## config.mk

```make
export PLATFORM = sky130hd
export DESIGN_NAME = learning_message_router
export DESIGN_NICKNAME = d
export VERILOG_FILES = /design/src/rtl/lmr_pkg.sv /design/src/rtl/learning_message_router.sv /design/src/rtl/lmr_ram.sv /design/src/rtl/lmr_match.sv
export SDC_FILE = /design/constraint.sdc
export NUM_CORES = 1
export LEC_CHECK = 0
export BUFFER_PORTS_ARGS = -buffer_cell sky130_fd_sc_hd__clkbuf_2
export CAP_MARGIN = 20
export CORE_MARGIN = 1
export CORE_UTILIZATION = 30
export CTS_CLUSTER_SIZE = 40
export DETAILED_ROUTE_END_ITERATION = 12
export PLACE_DENSITY = 0.54
export SLEW_MARGIN = 20
export SYNTH_ARGS = -nofsm -noshare
export SYNTH_HDL_FRONTEND = slang
export SYNTH_SLANG_ARGS = --single-unit
```

## constraint.sdc

```tcl
create_clock -name clk -period 3.75 [get_ports clk]
set_input_delay 0.375 -clock clk [delete_from_list [all_inputs] [get_ports clk]]
set_output_delay 0.375 -clock clk [all_outputs]
set_load 0.05 [all_outputs]
```

## src/rtl/lmr_pkg.sv

```systemverilog
`timescale 1ns / 1ps
// ----------------------------------------------------------------------------
// lmr_pkg: shared types and constants for the learning message router
// Message, result and route entry formats, sequencer states, register codes.
// ----------------------------------------------------------------------------
package lmr_pkg;

  localparam int NUM_CHANNELS = 4;
  localparam int CHAN_BITS    = (NUM_CHANNELS >= 4) ? 4 : NUM_CHANNELS;
  localparam logic [3:0] CHAN_LIMIT = 4'((32'd1 << CHAN_BITS) - 32'd1);

  localparam int CFG_IDX_W = 2;
  localparam int CFG_DAT_W = 8;

  typedef enum logic [CFG_IDX_W-1:0] {
    CFG_OWN_SYSTEM    = 2'd0,
    CFG_OWN_COMPONENT = 2'd1,
    CFG_ACTIVE_CHANS  = 2'd2
  } cfg_reg_t;

  typedef struct packed {
    logic [1:0] in_port;
    logic [7:0] src_system;
    logic [7:0] src_component;
    logic       is_heartbeat;
    logic       has_target_system;
    logic [7:0] target_system_id;
    logic       has_target_component;
    logic [7:0] target_component_id;
    logic [3:0] room_mask;
  } msg_t;

  typedef struct packed {
    logic [3:0] send_mask;
    logic       routed;
    logic       learned;
  } result_t;

  typedef struct packed {
    logic [7:0] sys;
    logic [7:0] comp;
    logic [1:0] chan;
  } route_t;

  localparam int ROUTE_W = $bits(route_t);

  // per-entry compare outcome
  typedef struct packed {
    logic       exact;
    logic [3:0] hit_bit;
  } match_t;

  typedef enum logic [1:0] {
    ST_IDLE = 2'd0,
    ST_SCAN = 2'd1,
    ST_FIN  = 2'd2
  } state_t;

endpackage

```

## src/rtl/learning_message_router.sv

```systemverilog
`timescale 1ns / 1ps
// ----------------------------------------------------------------------------
// learning_message_router: learning forwarding table for message headers
// An accepted message is scanned against every held route, and its result is
// registered in the finish state; a stalled earlier result holds it there.
// No new message is taken until that result is issued; one route
// entry is read per cycle from the table RAM through a single compare unit.
// Reset: synchronous; clears the route count and loads the default IDs
// (system 1, component 1, all channels active). No clearing pass.
// ----------------------------------------------------------------------------
module learning_message_router
  import lmr_pkg::*;
#(
  parameter int MAX_ROUTES = 32
) (
  input  logic                 clk,
  input  logic                 rst,
  input  logic                 in_valid,
  output logic                 in_stall,
  input  msg_t                 in_data,
  output logic                 out_valid,
  input  logic                 out_stall,
  output result_t              out_data,
  input  logic                 cfg_valid,
  output logic                 cfg_ready,
  input  logic [CFG_IDX_W-1:0] cfg_index,
  input  logic [CFG_DAT_W-1:0] cfg_data
);

  localparam int IDX_W = (MAX_ROUTES > 1) ? $clog2(MAX_ROUTES) : 1;
  localparam int CNT_W = $clog2(MAX_ROUTES + 1);

  state_t state;
  state_t state_next;

  logic [7:0]       own_system_id;
  logic [7:0]       own_component_id;
  logic [3:0]       active_channels;

  msg_t             msg;
  logic [CNT_W-1:0] route_count;
  logic [CNT_W-1:0] rd_idx;
  logic             pend;
  logic             found;
  logic [3:0]       hit_acc;
  result_t          out_data_next;

  logic             in_xfer;
  logic             rd_issue;
  logic             fin_go;
  logic             learn;
  logic             sys_ok;
  logic             comp_ok;
  route_t           rd_entry;
  match_t           match;

  lmr_ram #(
    .WIDTH (ROUTE_W),
    .DEPTH (MAX_ROUTES)
  ) u_table (
    .clk     (clk),
    .wr_en   (fin_go && learn),
    .wr_addr (route_count[IDX_W-1:0]),
    .wr_data ({msg.src_system, msg.src_component, msg.in_port}),
    .rd_en   (rd_issue),
    .rd_addr (rd_idx[IDX_W-1:0]),
    .rd_data (rd_entry)
  );

  lmr_match u_match (
    .entry  (rd_entry),
    .msg    (msg),
    .result (match)
  );

  assign cfg_ready = 1'b1;
  assign in_stall  = (state != ST_IDLE);
  assign in_xfer   = in_valid && !in_stall;

  always_ff @(posedge clk) begin
    if (rst) begin
      state <= ST_IDLE;
    end else begin
      state <= state_next;
    end
  end

  always_comb begin
    state_next = state;
    rd_issue   = 1'b0;
    fin_go     = 1'b0;
    case (state)
      ST_IDLE: begin
        if (in_xfer) begin
          state_next = ST_SCAN;
        end
      end
      ST_SCAN: begin
        rd_issue = (rd_idx < route_count);
        if (!rd_issue && !pend) begin
          state_next = ST_FIN;
        end
      end
      ST_FIN: begin
        fin_go = !out_valid || !out_stall;
        if (fin_go) begin
          state_next = ST_IDLE;
        end
      end
      default: begin
        state_next = ST_IDLE;
      end
    endcase
  end

  always_comb begin
    learn   = !found && (route_count < CNT_W'(MAX_ROUTES)) &&
              !((msg.src_system == own_system_id) &&
                (msg.src_component == own_component_id));
    sys_ok  = !msg.has_target_system || (msg.target_system_id == own_system_id);
    comp_ok = !msg.has_target_component ||
              (msg.target_component_id == own_component_id);

    out_data_next.learned = learn;
    if (msg.is_heartbeat) begin
      out_data_next.routed    = 1'b0;
      out_data_next.send_mask = active_channels & ~(4'd1 << msg.in_port) &
                                ~hit_acc & msg.room_mask & CHAN_LIMIT;
    end else if (sys_ok && comp_ok) begin
      out_data_next.routed    = 1'b0;
      out_data_next.send_mask = 4'd0;
    end else begin
      out_data_next.routed    = 1'b1;
      out_data_next.send_mask = (msg.has_target_system && msg.has_target_component) ?
                                (hit_acc & msg.room_mask & CHAN_LIMIT) : 4'd0;
    end
  end

  always_ff @(posedge clk) begin
    if (rst) begin
      own_system_id    <= 8'd1;
      own_component_id <= 8'd1;
      active_channels  <= 4'hF;
    end else if (cfg_valid && cfg_ready) begin
      case (cfg_index)
        CFG_OWN_SYSTEM:    own_system_id    <= cfg_data;
        CFG_OWN_COMPONENT: own_component_id <= cfg_data;
        CFG_ACTIVE_CHANS:  active_channels  <= cfg_data[3:0];
        default: ;
      endcase
    end
  end

  always_ff @(posedge clk) begin
    if (rst) begin
      route_count <= '0;
      rd_idx      <= '0;
      pend        <= 1'b0;
      found       <= 1'b0;
      hit_acc     <= 4'd0;
      out_valid   <= 1'b0;
    end else begin
      if (in_xfer) begin
        rd_idx  <= '0;
        pend    <= 1'b0;
        found   <= 1'b0;
        hit_acc <= 4'd0;
      end else if (state == ST_SCAN) begin
        pend <= rd_issue;
        if (rd_issue) begin
          rd_idx <= rd_idx + CNT_W'(1);
        end
        if (pend) begin
          found   <= found | match.exact;
          hit_acc <= hit_acc | match.hit_bit;
        end
      end

      if (fin_go && learn) begin
        route_count <= route_count + CNT_W'(1);
      end

      if (fin_go) begin
        out_valid <= 1'b1;
      end else if (!out_stall) begin
        out_valid <= 1'b0;
      end
    end
  end

  always_ff @(posedge clk) begin
    if (in_xfer) begin
      msg <= in_data;
    end
    if (fin_go) begin
      out_data <= out_data_next;
    end
  end

endmodule

```

## src/rtl/lmr_ram.sv

```systemverilog
`timescale 1ns / 1ps
// ----------------------------------------------------------------------------
// lmr_ram: generic simple dual-port RAM
// One write port, one read port with registered read data.
// ----------------------------------------------------------------------------
module lmr_ram #(
  parameter int WIDTH  = 18,
  parameter int DEPTH  = 32,
  parameter int ADDR_W = (DEPTH > 1) ? $clog2(DEPTH) : 1
) (
  input  logic              clk,
  input  logic              wr_en,
  input  logic [ADDR_W-1:0] wr_addr,
  input  logic [WIDTH-1:0]  wr_data,
  input  logic              rd_en,
  input  logic [ADDR_W-1:0] rd_addr,
  output logic [WIDTH-1:0]  rd_data
);

  logic [WIDTH-1:0] mem [DEPTH];

  always_ff @(posedge clk) begin
    if (wr_en) begin
      mem[wr_addr] <= wr_data;
    end
    if (rd_en) begin
      rd_data <= mem[rd_addr];
    end
  end

endmodule

```

## src/rtl/lmr_match.sv

```systemverilog
`timescale 1ns / 1ps
// ----------------------------------------------------------------------------
// lmr_match: route entry compare unit
// Checks one table entry against the current message: exact source match
// for learning, and the channel bit the entry contributes to the mask.
// ----------------------------------------------------------------------------
module lmr_match
  import lmr_pkg::*;
(
  input  route_t entry,
  input  msg_t   msg,
  output match_t result
);

  logic [7:0] key_sys;
  logic [7:0] key_comp;
  logic       src_eq;
  logic       key_eq;
  logic       other_chan;

  always_comb begin
    // heartbeats look up the source, other messages the target
    key_sys    = msg.is_heartbeat ? msg.src_system    : msg.target_system_id;
    key_comp   = msg.is_heartbeat ? msg.src_component : msg.target_component_id;
    src_eq     = (entry.sys == msg.src_system) && (entry.comp == msg.src_component);
    key_eq     = (entry.sys == key_sys) && (entry.comp == key_comp);
    other_chan = (entry.chan != msg.in_port);

    result.exact   = src_eq && !other_chan;
    result.hit_bit = (key_eq && other_chan) ? (4'd1 << entry.chan) : 4'd0;
  end

endmodule
```

### Word level (Yosys, flattened, before mapping)

Memories as Yosys holds them, arrays and structs flattened. A register that Yosys moved wholly into a read port is not among the register bits.
Cells that the tools add are included.

| cells by class | value |
|---|---|
| add/sub/neg operators | 2 |
| $lt $le $gt $ge | 2 |
| eq/ne operators | 17 |
| shift operators | 2 |
| mux-type cells | 16 |
| bitwise gates (word level) | 8 |
| reduce and logical (&&, ||, !) cells | 35 |

Operators with widths:

| kind | number |
|---|---|
| $eq A8 B8 Y1 | 8 |
| $and A4 B4 Y4 | 4 |
| $mux W8 | 2 |
| $add A6 B1 Y6 const B | 2 |
| $logic_and A1 B1 Y1 | 12 |
| $logic_not A1 Y1 | 10 |
| $mux W5 | 2 |
| $reduce_and A2 Y1 | 5 |
| $mux W4 | 2 |
| $not A4 Y4 | 2 |
| $shl A1 B2 Y4 const A | 2 |
| $lt A6 B6 Y1 | 1 |
| $lt A6 B6 Y1 const B | 1 |
| $mux W1 | 6 |
| $mux W2 | 3 |
| $ne A2 B2 Y1 const B | 3 |
| $pmux W2 S3 | 1 |
| $eq A2 B1 Y1 const B | 2 |
| $eq A2 B2 Y1 const B | 2 |
| $logic_not A2 Y1 | 2 |
| $or A4 B4 Y4 | 1 |
| $logic_or A1 B1 Y1 | 3 |
| $reduce_and A3 Y1 | 1 |
| $ne A2 B1 Y1 const B | 1 |
| 4 further kinds | 4 |

| storage, ports and cells | value |
|---|---|
| register bits | 88 |
| memory bits (writable) | 576 |
| input port bits | 56 |
| output and inout bits | 9 |
| word-level logic and storage cells | 105 |
| memories kept | 1 |

Memories:

| name | words | width | rd ports | clocked after Yosys merged registers in | write ports | RTL line | source |
|---|---|---|---|---|---|---|---|
| u_table.mem | 32 | 18 | 1 | 1 | 1 | lmr_ram.sv:20 | `logic [WIDTH-1:0] mem [DEPTH];` |

### Logic depth before layout (Yosys ltp)

Gate-level depths: netlist (run 1).

| depth | value |
|---|---|
| depth in word-level cells | 7 |
| depth in mapped cells | 9 |
| mapped depth without buffers | 8 |

### Cells and area by module

Synthesis (run 1) repeated with hierarchy kept, for this count alone.

| unflattened totals | value |
|---|---|
| cell total of the unflattened synthesis | 1654 |
| area, all modules | 27455.1 um^2 |

Modules (own cells, without submodules):

| module | instances | cells an instance | area an instance (um^2) | seq. area each (um^2) |
|---|---|---|---|---|
| lmr_ram | 1 | 1278 | 23231.0 | 17837.1 |
| learning_message_router | 1 | 306 | 3657.3 | 2232.1 |
| lmr_match | 1 | 70 | 566.8 | 0.0 |

### Worst setup path after synthesis (run 1)

OpenSTA, ideal clock, no wires.

| timing | value |
|---|---|
| kind | reg-to-reg |
| from | reg out_valid |
| to | mem u_table.mem[0][0], enable pin |
| setup time | 395 ps |
| data arrival time | 2309 ps |
| data required time | 3355 ps |
| path slack | 1046 ps |
| stages on the path, launching flop included | 6 |
| path buffers | 1 |
| clock period less this slack | 2704 ps |
| cells stage by stage | dfxtp_1 > a21oi_2 > and2_1 > clkbuf_1 > nand3_1 > nor2b_1 |

| on the way | value |
|---|---|
| longest elaborated chain between the ends | 6 |

Ends and longest elaborated chain:

| element | RTL line | source |
|---|---|---|
| from (decl) | learning_message_router.sv:21 | `output logic out_valid,` |
| from (signal assigned) | learning_message_router.sv:161 | `out_valid <= 1'b0;` |
| from (signal assigned) | learning_message_router.sv:184 | `out_valid <= 1'b1;` |
| from (signal assigned) | learning_message_router.sv:186 | `out_valid <= 1'b0;` |
| $logic_not A1 Y1 | learning_message_router.sv:105 | `fin_go = !out_valid \|\| !out_stall;` |
| $logic_or A1 B1 Y1 | learning_message_router.sv:105 |  |
| $mux W1 | learning_message_router.sv:92 | `case (state)` |
| net fin_go | learning_message_router.sv:50 | `logic fin_go;` |
| $logic_and A1 B1 Y1 | learning_message_router.sv:62 | `.wr_en (fin_go && learn),` |
| $mux W1 | lmr_ram.sv:23 | `if (wr_en) begin` |
| $mux W1 (implied by the code) | lmr_ram.sv:24 | `mem[wr_addr] <= wr_data;` |
| to (decl) | lmr_ram.sv:20 |  |

The timed path passes the listed nets, and every way through them passes these cells.

### Final worst setup path (run 1)

| timing | value |
|---|---|
| from | reg msg[29] (netlist name) |
| to | mem u_table.mem[24][10], enable pin |

| on the way | value |
|---|---|
| longest elaborated chain between the ends | 7 |

Ends and longest elaborated chain:

| element | RTL line | source |
|---|---|---|
| $eq A8 B8 Y1 | learning_message_router.sv:119 | `(msg.src_component == own_component_id));` |
| $logic_and A1 B1 Y1 | learning_message_router.sv:118 | `!((msg.src_system == own_system_id) &&` |
| $logic_not A1 Y1 | learning_message_router.sv:118 |  |
| $logic_and A1 B1 Y1 | learning_message_router.sv:117 | `learn = !found && (route_count < CNT_W'(MAX_ROUTES)) &&` |
| $logic_and A1 B1 Y1 | learning_message_router.sv:62 |  |
| $mux W1 | lmr_ram.sv:23 |  |
| $mux W1 (implied by the code) | lmr_ram.sv:24 |  |

No other way between the ends.

==> summary.md, run 1 <==
| Metric | Value |
|---|---|
| Status | `complete, no violations` |
| Top-area cell type share of the netlist area | `70.5%` |
| Setup bufs post-CTS | `0` |
| Slew @ Worst Pin | `1.07 ns` |
| Final-stage net count | `1662` |
| Post-DP HPWL | `42800 µm` |
| Post-Route WL | `70000 µm` |
| Met3 WL | `4070 µm` |
| Met2 WL | `33500 µm` |
| Final core occ | `35.3%` |
| Flop2flop setup slack | `0.69 ns` |
| Max-slew headroom | `28.3%` |
| Die area | `92200 µm²` |
| Peak Freq | `327 MHz` |
| Drc violations | `0` |
| Final worst-path cycle share | `81.7%` |
| Worst-path fanout max | `18` |
| Leading register cell type out of synthesis | `edfxtp_1` |
| All-Layer GR Usage | `15.0%` |
| Die X | `304 µm` |
| Period minus WS final | `3.06 ns` |
| Placed Instance Area | `29200 µm²` |
| Share of cells above drive strength 1 | `23.6%` |
| DR top layer | `met4` |
| Syn Nets | `1495` |
| Crit path required time | `4.06 ns` |
| Endpoints failing hold | `0` |
| Synth warnings | `0` |
| GP Congestion | `0.808` |
| Slew Viols, Final | `0` |
| Finished Cell Area | `31800 µm²` |
| Post-synth EDFFs | `641` |
| Clock latency at the later pin of the worst-skew pair | `0.61 ns` |
| Crit path DAT | `3.37 ns` |
| Pin count of the biggest net entering global routing | `52` |
| Commonest cells after routing, fill and taps aside | `641 x edfxtp_1, 121 x mux2i_1, 96 x mux4_2, 74 x clkbuf_16, 63 x clkbuf_2` |
| RSZ-0062 raised after global routing | `false` |
| Num ports | `65` |
| Hold slack | `0.0396 ns` |
| Register bit total from synthesis | `682` |
| # rows | `110` |
| Initial Utilization | `30.3%` |
| DR iter-0 viols | `1267` |
| First-pass GRT wire length | `101000 µm` |
| Avg WL per Cell | `24.8 µm` |
| Drt pass-1 iters | `6` |
| Clock tree buffer depth | `3` |
| Total negative slack | `0 ns` |
| VDD IR max | `321 µV` |
| Crit path kind | `flip-flop to flip-flop` |
| Post-DR vias/cell | `4.96` |
| Antenna viol nets, final | `0` |
| Clk root buf | `clkbuf_16` |
| Area growth syn-to-layout | `16.5%` |
| Initial antenna violation count | `2` |
| Post-synth cell types | `64` |
| GRT overflow | `0` |
| Synth area leaders | `edfxtp_1 71%, mux4_2 7.9%, mux2i_1 4.4%` |
| Vias | `14000` |
| Hold Crit Class | `input pin to flip-flop` |
| Clock transition at the registers of the reported paths | `0.06 ns` |
| Pwr/cell area | `499 nW/µm²` |
| Wire length on met1 | `30800 µm` |
| Area leader, netlist | `edfxtp_1` |
| Skew final | `0.0246 ns` |
| Commonest non-fill, non-tap cell in the layout | `edfxtp_1` |
| Die Y | `304 µm` |
| Vias in the first global route | `14400` |
| Crit start category | `flip-flop` |
| Max-cap viol count | `0` |
| Final setup fails | `0` |
| Sink Count | `682` |
| CTS buffer count | `71` |
| Worst setup EP type | `flip-flop` |
| Leakage | `10.1 nW` |
| H-tree Lvls | `3` |
| Port Buffers | `63` |
| CTS tree | `done` |
| Synthesized area | `27300 µm²` |
| Sequential share of the synthesized area | `73.5%` |
| Core Area | `90000 µm²` |
| Fraction of registers with async set/reset | `0%` |
| Syn Area/Cell | `19.1 µm²` |
| Synthesized instance count | `1429` |
## worst paths after layout
path / startpoint / to / cells after the start
max reg2reg: msg[29] / u_table.mem[24][10] / 7
min: in_data[31] / msg[31] / 1
max: msg[29] / u_table.mem[24][10] / 7
min reg2reg: hit_acc[3] / hit_acc[3] / 2
## report_power, final
part / internal [mW] / switching (mW) / total [mW] / leakage [nW]
Combinational: 0.189 / 0.431 / 0.619 / 2.87
Clock: 3.88 / 2.86 / 6.74 / 1.08
Sequential: 8.46 / 0.0638 / 8.52 / 6.12
Total: 12.5 / 3.35 / 15.9 / 10.1
## registers in the layout, indices dropped and copies added, names as in the netlist
register,flops
active_channels,4
found,1
hit_acc,4
msg,41
out_data,6
out_valid,1
own_component_id,8
own_system_id,8
pend,1
rd_idx,6
route_count,6
state,2
u_table.mem,576
u_table.rd_data,18
## cell usage after synthesis (18+ instances only)
cell,count
dfxtp_1,41
mux2_2,18
edfxtp_1,641
nand2_1,32
mux4_2,96
xnor2_1,29
a21oi_1,39
a22oi_1,19
nor2_1,53
xor2_1,38
o211a_1,18
mux2i_1,121
clkbuf_1,26
## per-layer routing
layer | GRT usage (%) | up-vias
li1 | - | 6116
met1 | 20.7 | 7363
met2 | 24.3 | 462
met3 | 2.34 | 96
met4 | 4.86 | 0
met5 | 0 | -
## worst max-delay path, stage by stage (launching register included)
cell      delay (ns)
edfxtp_1        0.42
xor2_1          0.16
nor4_1          0.54
nand4_2         0.51
nand3_1         0.56
buf_4           0.25
nor2_2          0.05
buf_4           0.25
## cell families (layout without fill, tap and decap cells)
group	after synthesis	in the layout	synth area share [%]
and+or+nand+nor	175	175	3.34
adders and majority gates	10	10	0.458
muxes	247	247	14.3
DFF	682	682	73.5
buffers and inverters	89	311	2.23
other	1	2	0.0137
xor gates and xnor gates	67	67	2.15
AOI/OAI and AO/OA	158	158	4.02
## metrics by stage
step                      power [mW]  setup WS [ns]  std cells
final                           15.9          0.687       2828
after global routing            16.3          0.648       2827
after CTS                       16.0          0.742       2827
after detailed placement        9.28          0.775       2659
after global placement          9.26          0.784       2659
after floorplan                 8.98           1.05       1429
## area by class of cell
class / count / area [µm²]
Multi-Input combinational cell: 658 / 6700
Fill cell: 8359 / 58200
Clock inverter: 35 / 258
Antenna cell: 1 / 2.50
Sequential cell: 682 / 20100
Inverter: 13 / 48.8
Timing Repair Buffer: 170 / 1280
Tap cell: 1176 / 1470
Clock buffer: 93 / 1950
## what timing repair did
item / in CTS / in global routing
hold buffers: 40 / 0
endpoints found under the hold margin: 40 / 0
gates resized for setup: 0 / 0
setup endpoints to repair: 0 / 0
(Power assumes the default switching activity.)
==> run 2: changes to the inputs <==
--- a/config.mk
+++ b/config.mk
@@ -5,6 +5,7 @@
 export SDC_FILE = /design/constraint.sdc
 export NUM_CORES = 1
 export LEC_CHECK = 0
+export ABC_AREA = 1
 export BUFFER_PORTS_ARGS = -buffer_cell sky130_fd_sc_hd__clkbuf_2
 export CAP_MARGIN = 20
 export CORE_MARGIN = 1
==> constraint.sdc (replaced) <==
create_clock -name clk -period 3.1 [get_ports clk]
set_input_delay 0.31 -clock clk [delete_from_list [all_inputs] [get_ports clk]]
set_output_delay 0.31 -clock clk [all_outputs]
set_load 0.05 [all_outputs]
==> run 2 against run 1 <==
Global-route usage up 1.6 points. Clock power increased by 24%. Combinational power up 81%. Via count increased by 33%. Die area increased by 2.1%. Sequential share of layout area fell by 1.7 points. Total power grew 25%. Hold slack lost 0.0071 ns. Count of clock-buffer cells in the layout down 6. Utilization up 0.28 points. Critical path depth increased by 3.
==> summary.md, run 2 <==
| Metric | Value |
|---|---|
| Status | `complete, no violations` |
| Avg WL per Cell | `21.2 µm` |
| Endpoints failing hold | `0` |
| GRT overflow | `0` |
| Post-synthesis xor/xnor area fraction | `1.35%` |
| Reg area | `20100 µm²` |
| Cell repeated most along the worst path | `nand2_1` |
| Peak Freq | `383 MHz` |
| Largest family of logic cells by synthesized area | `simple AND/OR/NAND/NOR gates` |
| Slew @ Worst Pin | `0.785 ns` |
| Register bit total from synthesis | `682` |
| Max-slew headroom | `47.6%` |
| First-pass GRT wire length | `117000 µm` |
| Crit start category | `flip-flop` |
| Crit path required time | `3.36 ns` |
| Port Buffers | `63` |
| Biggest regs | `u_table.mem x576, msg x41, u_table.rd_data x18` |
| Sink Count | `682` |
| Post-synth top cells | `641 x edfxtp_1, 408 x nor2_1, 292 x o21ai_0` |
| CTS buffer count | `73` |
| Commonest non-fill, non-tap cell in the layout | `edfxtp_1` |
| Pwr/cell area | `605 nW/µm²` |
| Hold slack | `0.0325 ns` |
| Max-cap viol count | `0` |
| Leading register cell type out of synthesis | `edfxtp_1` |
| Largest Register | `u_table.mem` |
| Critical path, cell by cell | `xor2_1 -> nor2_1 -> nand2_1 -> nor2_1 -> nand2_1 -> nand3_1 -> inv_2 -> nand2_1 -> nor2_2 -> buf_4` |
| # rows | `111` |
| ANT cells | `0` |
| Final setup fails | `0` |
| Slew Viols, Final | `0` |
| Synthesized instance count | `2296` |
| Top-area cell type share of the netlist area | `69.1%` |
| Fill cell count | `8853` |
| Worst-path fanout max | `18` |
| Crit path DAT | `2.87 ns` |
| Vias in the first global route | `18400` |
| Clock latency at the later pin of the worst-skew pair | `0.62 ns` |
| Leakage | `11.2 nW` |
| Most numerous cell in the Yosys netlist | `edfxtp_1` |
| Post-synthesis mux area share | `0%` |
| Die area | `94100 µm²` |
| GP Congestion | `0.870` |
| Post-Route WL | `79500 µm` |
| Commonest cells after routing, fill and taps aside | `641 x edfxtp_1, 382 x nor2_1, 292 x o21ai_0, 261 x nand2_1, 95 x inv_1` |
| Largest stage delay on the critical path | `0.43 ns` |
| Num ports | `65` |
| Synth warnings | `0` |
| Initial antenna violation count | `0` |
| H-tree Lvls | `3` |
| Fraction of registers with async set/reset | `0%` |
| DR iter-0 viols | `1665` |
| All-Layer GR Usage | `16.7%` |
| Clock transition at the registers of the reported paths | `0.06 ns` |
| Period minus WS final | `2.61 ns` |
| Core Area | `91800 µm²` |
| Post-synth cell types | `37` |
| Area growth syn-to-layout | `17.3%` |
| Share of cells above drive strength 1 | `12.1%` |
| Post-CTS Resized | `0` |
| Vias | `18600` |
| Clock tree buffer depth | `3` |
| Slowest-stage cell, CP | `edfxtp_1` |
| Area leader, netlist | `edfxtp_1` |
| RSZ-0062 raised after global routing | `false` |
| Post-synth EDFFs | `641` |
| Finished Cell Area | `32700 µm²` |
| Antenna viol nets, final | `0` |
| Syn Area/Cell | `12.1 µm²` |
| Placed Instance Area | `29900 µm²` |
| Simple-gate area share of the yosys netlist | `11.5%` |
| Max FFs per register | `576` |
| Worst setup EP type | `flip-flop` |
| CTS tree | `done` |
| Synthesized area | `27900 µm²` |
| Syn Nets | `2362` |
| Worst path buffer plus inverter count | `2` |
| Initial Utilization | `30.4%` |
| Final worst-path cycle share | `84.3%` |
| Cell family with most CP delay | `simple AND/OR/NAND/NOR gates` |
| Drt pass-1 iters | `5` |
| Drc violations | `0` |
| Synth area leaders | `edfxtp_1 69%, nor2_1 5.5%, o21ai_0 5.2%` |
| Hold Crit Class | `input pin to flip-flop` |
| Multi-input logic area | `6800 µm²` |
| Crit path kind | `flip-flop to flip-flop` |
| Final-stage net count | `2509` |
| Pin count of the biggest net entering global routing | `132` |
| Sequential share of the synthesized area | `72.0%` |
| Skew final | `0.0321 ns` |
| VDD IR max | `459 µV` |
| Post-DR vias/cell | `4.98` |
| Fraction of the mapped netlist area in adder cells | `0.449%` |
| Die X | `307 µm` |
| Synth Area in Compound Gates | `10.8%` |
| Die Y | `307 µm` |
| Post-DP HPWL | `47900 µm` |
| Clk root buf | `clkbuf_16` |
-- run 2: changes by cell type in the layout (fill, tap and decap cells not counted), moves of 80 or more --
cell / previous run / this run
inv_1: 12 / 95
mux4_2: 96 / 0
nor2_1: 34 / 382
o21ai_0: 17 / 292
mux2i_1: 121 / 0
nand2_1: 32 / 261
o22ai_1: 0 / 80
-- run 2: cell type report --
| class | instances | share of cell area, % |
|---|---|---|
| Sequential cell | 682 | 61.4 |
| Timing Repair Buffer | 204 | 4.89 |
| Clock buffer | 87 | 5.94 |
| Multi-Input combinational cell | 1381 | 20.8 |
| Inverter | 101 | 1.19 |
| Tap cell | 1243 | 4.76 |
| Clock inverter | 42 | 1.00 |
-- run 2: timing repair --
action                                  in CTS  in global routing
endpoints found under the hold margin       53                  0
buffers inserted                             0                  0
hold buffers                                50                  0
endpoints found under the setup margin       0                  0
-- run 2: path summary, 6_finish.rpt --
| kind | startpoint | end | slack (ns) | cells after the start |
|---|---|---|---|---|
| setup / recovery | msg[27] | u_table.mem[21][7] | 0.49 | 10 |
| hold / removal | cfg_data[7] | own_component_id[7] | 0.03 | 3 |
| setup reg to reg | msg[27] | u_table.mem[21][7] | 0.49 | 10 |
| hold reg to reg | found | found | 0.45 | 2 |
-- run 2: cell families (layout without fill, tap and decap cells) --
kind of cell	after synthesis	in the layout
AND/OR/NAND/NOR	795	795
AO/OA/AOI/OAI	532	532
buffers and inverters	233	434
flip-flops	682	682
XOR/XNOR	43	43
adder cells (fa/ha/maj)	10	10
other	1	1
-- run 2: through the flow --
stage | instances | setup TNS, ns | utilization (%) | setup WS (ns) | total power [mW]
final | 3740 | 0 | 35.6 | 0.486 | 19.8
after global routing | 3740 | 0 | 35.6 | 0.356 | 20.4
after CTS | 3740 | 0 | 35.6 | 0.480 | 19.9
after detailed placement | 3561 | 0 | 32.6 | 0.521 | 11.6
after global placement | 3561 | 0 | 32.6 | 0.545 | 11.6
after floorplan | 2296 | -7.58 | - | -0.105 | 11.1
-- run 2: worst min-delay path: cells and delay by family --
family | cells | cell delay, ns
buf+inv | 1 | 0.11
compound gates | 2 | 0.18
-- run 2: where the power goes --
part           switching [mW]  internal (mW)
registers              0.0915           10.2
clock network            3.54           4.80
logic                   0.803          0.316
total                    4.43           15.4
-- run 2: layer usage --
layer	vias up	track usage, %	wire (µm)
met1	9349	22.1	34100
met4	0	5.65	2270
met5	-	0	0
met2	600	28.2	38800
li1	8561	-	-
met3	128	2.09	4280
